[config.mk]
export PLATFORM = sky130hd
export DESIGN_NAME = srpc_classify_flat
export DESIGN_NICKNAME = d
export VERILOG_FILES = /design/src/hw/rtl/star_rotate_project_classify_assert.svh /design/src/hw/rtl/srpc_pkg.sv /design/src/hw/rtl/srpc_if.sv /design/src/hw/rtl/srpc_classify.sv /design/src/flat_wrapper.sv
export SDC_FILE = /design/constraint.sdc
export NUM_CORES = 1
export LEC_CHECK = 0
export BUFFER_PORTS_ARGS = -buffer_cell sky130_fd_sc_hd__buf_2
export CAP_MARGIN = 10
export CORE_UTILIZATION = 33
export CTS_CLUSTER_DIAMETER = 100
export DETAILED_ROUTE_END_ITERATION = 16
export MAX_ROUTING_LAYER = met4
export PLACE_DENSITY = 0.66
export SKIP_CTS_REPAIR_TIMING = 1
export SYNTH_ARGS = -nofsm -noshare
export SYNTH_HDL_FRONTEND = slang
export SYNTH_SLANG_ARGS = --single-unit
[constraint.sdc]
create_clock -name clk -period 3.63 [get_ports clk]
set_clock_uncertainty 0.05 [all_clocks]
set_input_delay 0.726 -clock clk [delete_from_list [all_inputs] [get_ports clk]]
set_output_delay 0.726 -clock clk [all_outputs]
set_load 0.01 [all_outputs]
[src/hw/rtl/star_rotate_project_classify_assert.svh]
// assertion helpers used by the top-level rtl
`ifndef STAR_ROTATE_PROJECT_CLASSIFY_ASSERT_SVH
`define STAR_ROTATE_PROJECT_CLASSIFY_ASSERT_SVH

// same-cycle implication, clocked on clk, off during reset
`define SRPC_ASSERT_IMP(lbl, ante, cons, msg) \
  lbl: assert property (@(posedge clk) disable iff (!rst_n) (ante) |-> (cons)) \
    else $error(msg);

// next-cycle implication
`define SRPC_ASSERT_NXT(lbl, ante, cons, msg) \
  lbl: assert property (@(posedge clk) disable iff (!rst_n) (ante) |=> (cons)) \
    else $error(msg);

`endif

[src/hw/rtl/srpc_pkg.sv]
package srpc_pkg;

  localparam int POS_W   = 24;
  localparam int TRIG_W  = 16;
  localparam int ZOOM_W  = 16;
  localparam int ROTX_W  = 33;
  localparam int ROTZ_W  = 30;
  localparam int NUM_W   = 50;
  localparam int MAG_W   = 49;
  localparam int DEN_W   = 37;

  localparam int SCREEN_WIDTH_DEF  = 256;
  localparam int SCREEN_HEIGHT_DEF = 128;

  localparam logic signed [ROTZ_W-1:0] NEAR_LIMIT = 30'sd409;

  localparam logic [7:0] BRIGHT_HI  = 8'd200;
  localparam logic [7:0] BRIGHT_MID = 8'd150;
  localparam logic [7:0] BRIGHT_LO  = 8'd100;

  localparam logic [2:0] COLOR_NONE = 3'd0;
  localparam logic [2:0] COLOR_HI   = 3'd4;
  localparam logic [2:0] COLOR_MID  = 3'd1;
  localparam logic [2:0] COLOR_LO   = 3'd2;
  localparam logic [2:0] COLOR_DIM  = 3'd3;

  localparam logic [2:0] REG_YAW_COS   = 3'd0;
  localparam logic [2:0] REG_YAW_SIN   = 3'd1;
  localparam logic [2:0] REG_PITCH_COS = 3'd2;
  localparam logic [2:0] REG_PITCH_SIN = 3'd3;
  localparam logic [2:0] REG_ROLL_COS  = 3'd4;
  localparam logic [2:0] REG_ROLL_SIN  = 3'd5;
  localparam logic [2:0] REG_ZOOM      = 3'd6;

  localparam logic signed [TRIG_W-1:0] TRIG_ONE  = 16'sd16384;
  localparam logic signed [TRIG_W-1:0] TRIG_ZERO = 16'sd0;
  localparam logic [ZOOM_W-1:0]        ZOOM_ONE  = 16'd256;

  typedef struct packed {
    logic signed [POS_W-1:0] x;
    logic signed [POS_W-1:0] y;
    logic signed [POS_W-1:0] z;
  } pos_t;

  typedef struct packed {
    logic [7:0] glyph;
    logic [7:0] bright;
    logic       last;
  } side_t;

  typedef struct packed {
    logic signed [TRIG_W-1:0] yaw_cos;
    logic signed [TRIG_W-1:0] yaw_sin;
    logic signed [TRIG_W-1:0] pitch_cos;
    logic signed [TRIG_W-1:0] pitch_sin;
    logic signed [TRIG_W-1:0] roll_cos;
    logic signed [TRIG_W-1:0] roll_sin;
  } trig_t;

  typedef struct packed {
    logic signed [ROTX_W-1:0] x;
    logic signed [ROTX_W-1:0] y;
    logic signed [ROTZ_W-1:0] z;
  } rot_t;

endpackage

[src/hw/rtl/srpc_if.sv]


interface srpc_out_if;
  logic        valid;
  logic        ready;
  logic        visible;
  logic [7:0]  column;
  logic [6:0]  row;
  logic [14:0] cell_index;
  logic [7:0]  glyph_out;
  logic [2:0]  color_band;
  logic        frame_end;

  modport source (output valid, visible, column, row, cell_index, glyph_out, color_band,
                  frame_end, input ready);
  modport sink (input valid, visible, column, row, cell_index, glyph_out, color_band,
                frame_end, output ready);
endinterface

[src/hw/rtl/srpc_classify.sv]
module srpc_classify #(
  parameter int SCREEN_WIDTH  = srpc_pkg::SCREEN_WIDTH_DEF,
  parameter int SCREEN_HEIGHT = srpc_pkg::SCREEN_HEIGHT_DEF,
  parameter int QB            = 9
) (
  input  logic               clk,
  input  logic               rst_n,
  input  logic               in_valid,
  output logic               in_ready,
  input  logic [1:0][QB-1:0] in_mag,
  input  logic [1:0]         in_neg,
  input  logic [1:0]         in_ovf,
  input  logic               in_cull,
  input  srpc_pkg::side_t    in_side,
  srpc_out_if.source         out_ch
);
  import srpc_pkg::*;

  localparam int SW = QB + 2;
  localparam logic signed [SW-1:0] CX = SW'(SCREEN_WIDTH / 2);
  localparam logic signed [SW-1:0] CY = SW'(SCREEN_HEIGHT / 2);
  localparam logic signed [SW-1:0] WL = SW'(SCREEN_WIDTH);
  localparam logic signed [SW-1:0] HL = SW'(SCREEN_HEIGHT);

  logic v_r;
  logic en;
  logic        vis_r;
  logic [7:0]  col_r;
  logic [6:0]  row_r;
  logic [14:0] cell_r;
  logic [7:0]  glyph_r;
  logic [2:0]  color_r;
  logic        last_r;

  logic signed [SW-1:0] qx, qy, sx, sy;
  logic [31:0] sxu, syu, cell_full;
  logic        vis;
  logic [2:0]  color;

  always_comb begin
    qx  = in_neg[0] ? -$signed({2'b00, in_mag[0]}) : $signed({2'b00, in_mag[0]});
    qy  = in_neg[1] ? -$signed({2'b00, in_mag[1]}) : $signed({2'b00, in_mag[1]});
    sx  = CX + qx;
    sy  = CY + qy;
    sxu = 32'(sx);
    syu = 32'(sy);
    cell_full = syu * 32'(SCREEN_WIDTH) + sxu;
    vis = !in_cull && !in_ovf[0] && !in_ovf[1] &&
          (sx >= 0) && (sx < WL) && (sy >= 0) && (sy < HL);
    priority if (in_side.bright > BRIGHT_HI) begin
      color = COLOR_HI;
    end else if (in_side.bright > BRIGHT_MID) begin
      color = COLOR_MID;
    end else if (in_side.bright > BRIGHT_LO) begin
      color = COLOR_LO;
    end else begin
      color = COLOR_DIM;
    end
  end

  assign en = !v_r || out_ch.ready;

  always_ff @(posedge clk) begin
    if (!rst_n) begin
      v_r <= 1'b0;
    end else if (en) begin
      v_r <= in_valid;
    end
  end

  always_ff @(posedge clk) begin
    if (en) begin
      vis_r   <= vis;
      col_r   <= vis ? sxu[7:0] : 8'd0;
      row_r   <= vis ? syu[6:0] : 7'd0;
      cell_r  <= vis ? cell_full[14:0] : 15'd0;
      glyph_r <= vis ? in_side.glyph : 8'd0;
      color_r <= vis ? color : COLOR_NONE;
      last_r  <= in_side.last;
    end
  end

  assign in_ready          = en;
  assign out_ch.valid      = v_r;
  assign out_ch.visible    = vis_r;
  assign out_ch.column     = col_r;
  assign out_ch.row        = row_r;
  assign out_ch.cell_index = cell_r;
  assign out_ch.glyph_out  = glyph_r;
  assign out_ch.color_band = color_r;
  assign out_ch.frame_end  = last_r;

endmodule

[src/flat_wrapper.sv]
// flat-port wrapper written by rule: the top's interface ports become plain ports
module srpc_classify_flat import srpc_pkg::*;
#(
  parameter int SCREEN_WIDTH  = srpc_pkg::SCREEN_WIDTH_DEF,
  parameter int SCREEN_HEIGHT = srpc_pkg::SCREEN_HEIGHT_DEF,
  parameter int QB            = 9
)
  (clk, rst_n, in_valid, in_ready, in_mag, in_neg, in_ovf, in_cull, in_side, out_ch_valid, out_ch_visible, out_ch_column, out_ch_row, out_ch_cell_index, out_ch_glyph_out, out_ch_color_band, out_ch_frame_end, out_ch_ready);
  srpc_out_if out_ch_i ();
  input  logic clk;
  input  logic rst_n;
  input  logic in_valid;
  output logic in_ready;
  input  logic [1:0][QB-1:0] in_mag;
  input  logic [1:0] in_neg;
  input  logic [1:0] in_ovf;
  input  logic in_cull;
  input  srpc_pkg::side_t in_side;
  output wire logic [$bits(out_ch_i.valid)-1:0] out_ch_valid;
  output wire logic [$bits(out_ch_i.visible)-1:0] out_ch_visible;
  output wire logic [$bits(out_ch_i.column)-1:0] out_ch_column;
  output wire logic [$bits(out_ch_i.row)-1:0] out_ch_row;
  output wire logic [$bits(out_ch_i.cell_index)-1:0] out_ch_cell_index;
  output wire logic [$bits(out_ch_i.glyph_out)-1:0] out_ch_glyph_out;
  output wire logic [$bits(out_ch_i.color_band)-1:0] out_ch_color_band;
  output wire logic [$bits(out_ch_i.frame_end)-1:0] out_ch_frame_end;
  input wire logic [$bits(out_ch_i.ready)-1:0] out_ch_ready;
  assign out_ch_valid = out_ch_i.valid;
  assign out_ch_visible = out_ch_i.visible;
  assign out_ch_column = out_ch_i.column;
  assign out_ch_row = out_ch_i.row;
  assign out_ch_cell_index = out_ch_i.cell_index;
  assign out_ch_glyph_out = out_ch_i.glyph_out;
  assign out_ch_color_band = out_ch_i.color_band;
  assign out_ch_frame_end = out_ch_i.frame_end;
  assign out_ch_i.ready = out_ch_ready;
  srpc_classify #(.SCREEN_WIDTH(SCREEN_WIDTH), .SCREEN_HEIGHT(SCREEN_HEIGHT), .QB(QB)) u_core (.clk(clk), .rst_n(rst_n), .in_valid(in_valid), .in_ready(in_ready), .in_mag(in_mag), .in_neg(in_neg), .in_ovf(in_ovf), .in_cull(in_cull), .in_side(in_side), .out_ch(out_ch_i));
endmodule
==> Flow_metrics.wiki <==
{| class="wikitable"
! Metric !! Value
|-
| Total power density per cell area || around 320 nW/µm²
|-
| Num ports || 89
|-
| Port-buffer cells || 88
|-
| P&R area growth vs syn || 36.89%
|-
| Routed wire per std cell || roughly 12 µm
|-
| Number of iterations in the first detailed-routing pass || 4
|-
| Number of H-tree branching levels || 2
|-
| Clk_lat worst skew || roughly 0.28 ns
|-
| Area share of fa/ha/maj cells after synthesis || 0.06306
|-
| Routed vias/inst || about 4.8
|-
| Post-route DRC violation count || 0
|-
| Hold violation count in the final report || 0
|-
| Worst-Margin Slew || around 0.65 ns
|-
| Mux cell area share after synthesis || 0.008008
|-
| Die height || between 80 and 90 µm
|-
| Final worst path period need || 3.560 ns
|-
| Number of storage elements in the synthesis netlist || 36
|-
| Fraction of the mapped netlist area in simple logic gates || 0.2382
|-
| Leading register cell type out of synthesis || sky130_fd_sc_hd__edfxtp_1
|-
| Antenna Violating Nets Remaining || 0
|-
| Initial standard-cell utilization of the core || 0.3428
|-
| Initial drt markers || 70
|-
| Core occupancy in the finished layout || 0.4693
|-
| CTS tree || yes
|-
| Total global routing overflow || 0
|-
| Fraction of final layout cells with drive strength greater than 1 || 0.5525
|-
| Xor/xnor share of the synthesized area || 0.06306
|-
| VDD IR-drop max || between 150 and 200 µV
|-
| Count of unique library cells instantiated by Yosys || a little over 50
|-
| Die Footprint || 7927 µm²
|-
| Relative slew slack || 0.5688
|-
| Final hold slack || slightly below 0.6 ns
|-
| Yosys Warn Count || 0
|-
| Synth Area in Compound Gates || 0.1221
|-
| Final GP Congestion || between 0.8 and 0.9
|-
| Final Setup Violations || 0
|-
| Post-layout net count || about 380
|-
| Top-count cell post-synth || sky130_fd_sc_hd__edfxtp_1
|-
| Largest family of logic cells by synthesized area || simple AND/OR/NAND/NOR gates
|-
| Longest Clk Path Bufs || 2
|-
| Post-route clock period utilization || 0.9806
|-
| # clock sinks || 36
|-
| Leakage power || between 1.5 and 2 nW
|-
| Net count of the mapped netlist || between 200 and 300
|-
| Number of vias after detailed routing || 2028
|-
| Largest cells by area after synthesis || sky130_fd_sc_hd__edfxtp_1, sky130_fd_sc_hd__nor3b_2, sky130_fd_sc_hd__nor3_2
|-
| Cell count after synthesis || between 200 and 250
|-
| Fill count || 706
|-
| Avg Inst Size Synth || about 12 µm²
|-
| Initial antenna violation count || 0
|-
| X dimension of the die || 89.04 µm
|-
| Status || finished clean
|-
| Number of buffers created by CTS || 5
|-
| Max Slew Vio Count || 0
|-
| Fraction of post-synthesis cell area in the top cell type by area || 0.4204
|-
| Via count of the first global-routing pass || roughly 1800
|-
| Global Route Usage Sum || 0.1384
|-
| Post-route cell area || 3422 µm²
|-
| Commonest cells in the synthesized netlist || sky130_fd_sc_hd__edfxtp_1, sky130_fd_sc_hd__nor3_2, sky130_fd_sc_hd__inv_1, sky130_fd_sc_hd__nor3b_2, sky130_fd_sc_hd__xnor2_1
|-
| Post-synth EDFFs || 35
|-
| Worst Setup End Kind || flop
|-
| Max-capacitance violation count || 0
|-
| Antenna diodes || 0
|-
| Core Area || roughly 7300 µm²
|-
| Placed Area || between 3000 and 4000 µm²
|-
| Global-route wire length before repair || between 8000 and 9000 µm
|-
| Required time reported for the critical path endpoint || ~3.7 ns
|-
| Nature of the critical path startpoint || input port
|-
| Number of placement rows || 31
|-
| Final std cells w/o fill || 423
|-
| Tightest Hold Check Type || input port to flop
|-
| CP Max Fanout || 5
|-
| Pin count of the biggest net entering global routing || 37
|-
| Setup Total Neg Slack || 0 ns
|-
| Wire length after detailed routing || approximately 5300 µm
|-
| Crit path arrival time || roughly 3.6 ns
|-
| Kind of critical path || input port to flop
|-
| Library cell occupying the most area in the post-synthesis netlist || sky130_fd_sc_hd__edfxtp_1
|-
| Placed insts || between 400 and 500
|-
| Mapped Area || 2500 µm²
|-
| Peak Freq || approximately 280 MHz
|-
| Post-synth ARST share || 0
|-
| Worst-path clk slew || around 0.070 ns
|-
| Share of the yosys chip area belonging to registers || 0.4284
|-
| HPWL after DPL || about 4000 µm
|-
| Cell at the root of the clock tree || sky130_fd_sc_hd__clkbuf_8
|}
layout make-up:
type	instances	area (µm²)	area share
Clock inverter	2	35.03	0.01024
Clock buffer	6	72.57	0.02121
Timing Repair Buffer	123	744.5	0.2176
Sequential cell	36	1071	0.3130
Multi-Input combinational cell	143	1323	0.3865
Tap cell	99	123.9	0.03620
Inverter	14	52.55	0.01536
stage by stage:
| stage | setup WS (ns) | power, mW |
|---|---|---|
| floorplan | -0.1272 | 0.6527 |
| global placement | -0.3478 | 0.7594 |
| detailed placement | -0.4811 | 0.7647 |
| CTS | -0.1881 | 1.102 |
| global route | -0.01731 | 1.160 |
| finish | 0.07041 | 1.099 |
worst paths after layout:
| check | cells after the start | slack (ns) | startpoint | endpoint |
|---|---|---|---|---|
| max | 11 | 0.07 | in_mag[12] | u_core.out_ch.cell_index[14] |
| min | 1 | 0.58 | in_side[0] | u_core.out_ch.frame_end |
| max reg2reg | 2 | 2.43 | u_core.out_ch.valid | u_core.out_ch.row[5] |
| min reg2reg | 2 | 0.86 | u_core.out_ch.valid | u_core.out_ch.glyph_out[2] |
layout by cell type (no fill, tap or decap), types with 3 or more instances in the layout:
cell / instances
sky130_fd_sc_hd__nor3_1: 4
sky130_fd_sc_hd__o31ai_1: 4
sky130_fd_sc_hd__edfxtp_1: 35
sky130_fd_sc_hd__o21ai_1: 3
sky130_fd_sc_hd__nor2_1: 8
sky130_fd_sc_hd__ha_1: 11
sky130_fd_sc_hd__clkbuf_8: 5
sky130_fd_sc_hd__or4_4: 4
sky130_fd_sc_hd__xor2_1: 6
sky130_fd_sc_hd__nor3_2: 16
sky130_fd_sc_hd__a21o_1: 5
sky130_fd_sc_hd__nor2b_1: 3
sky130_fd_sc_hd__nand2_1: 6
sky130_fd_sc_hd__buf_2: 88
sky130_fd_sc_hd__nor4_1: 3
sky130_fd_sc_hd__xnor2_1: 9
sky130_fd_sc_hd__nor3b_2: 14
sky130_fd_sc_hd__inv_1: 14
sky130_fd_sc_hd__xnor2_2: 3
sky130_fd_sc_hd__buf_4: 31
sky130_fd_sc_hd__o21ai_0: 4
state kept, by name, indices dropped and copies added, names as in the netlist:
signal	cells
u_core.out_ch.cell_index	15
u_core.out_ch.color_band	3
u_core.out_ch.frame_end	1
u_core.out_ch.glyph_out	8
u_core.out_ch.row	7
u_core.out_ch.valid	1
u_core.out_ch.visible	1
layer usage:
metal	share of wire	track usage	vias up	wire, µm
met3	0.059	0.02770	6	309
met1	0.44	0.1679	940	2320
met2	0.49	0.2315	72	2556
met5	0	-	-	0
li1	-	-	1010	-
met4	0.014	0.04473	0	72
critical path: stages:
cell	delay, ns
sky130_fd_sc_hd__buf_2	0.11
sky130_fd_sc_hd__or4_4	0.57
sky130_fd_sc_hd__o31ai_4	0.22
sky130_fd_sc_hd__xnor2_2	0.15
sky130_fd_sc_hd__ha_1	0.25
sky130_fd_sc_hd__or4_4	0.42
sky130_fd_sc_hd__nor3_2	0.11
sky130_fd_sc_hd__o21ai_1	0.09
sky130_fd_sc_hd__or4_4	0.61
sky130_fd_sc_hd__buf_8	0.17
sky130_fd_sc_hd__nor4b_4	0.19
cell families after synthesis:
family	Yosys count
AND/OR/NAND/NOR	72
AO/OA/AOI/OAI	39
flip-flops	36
buffers and inverters	35
XOR/XNOR	18
adder cells (fa/ha/maj)	12
multiplexers	2
report_power, final:
group	leakage (nW)	internal, mW	switching, mW	total, mW
logic	1.09	0.137	0.151	0.288
registers	0.413	0.472	0.00562	0.477
clock network	0.0552	0.204	0.131	0.334
total	1.55	0.812	0.288	1.10
(Power assumes the default switching activity.)
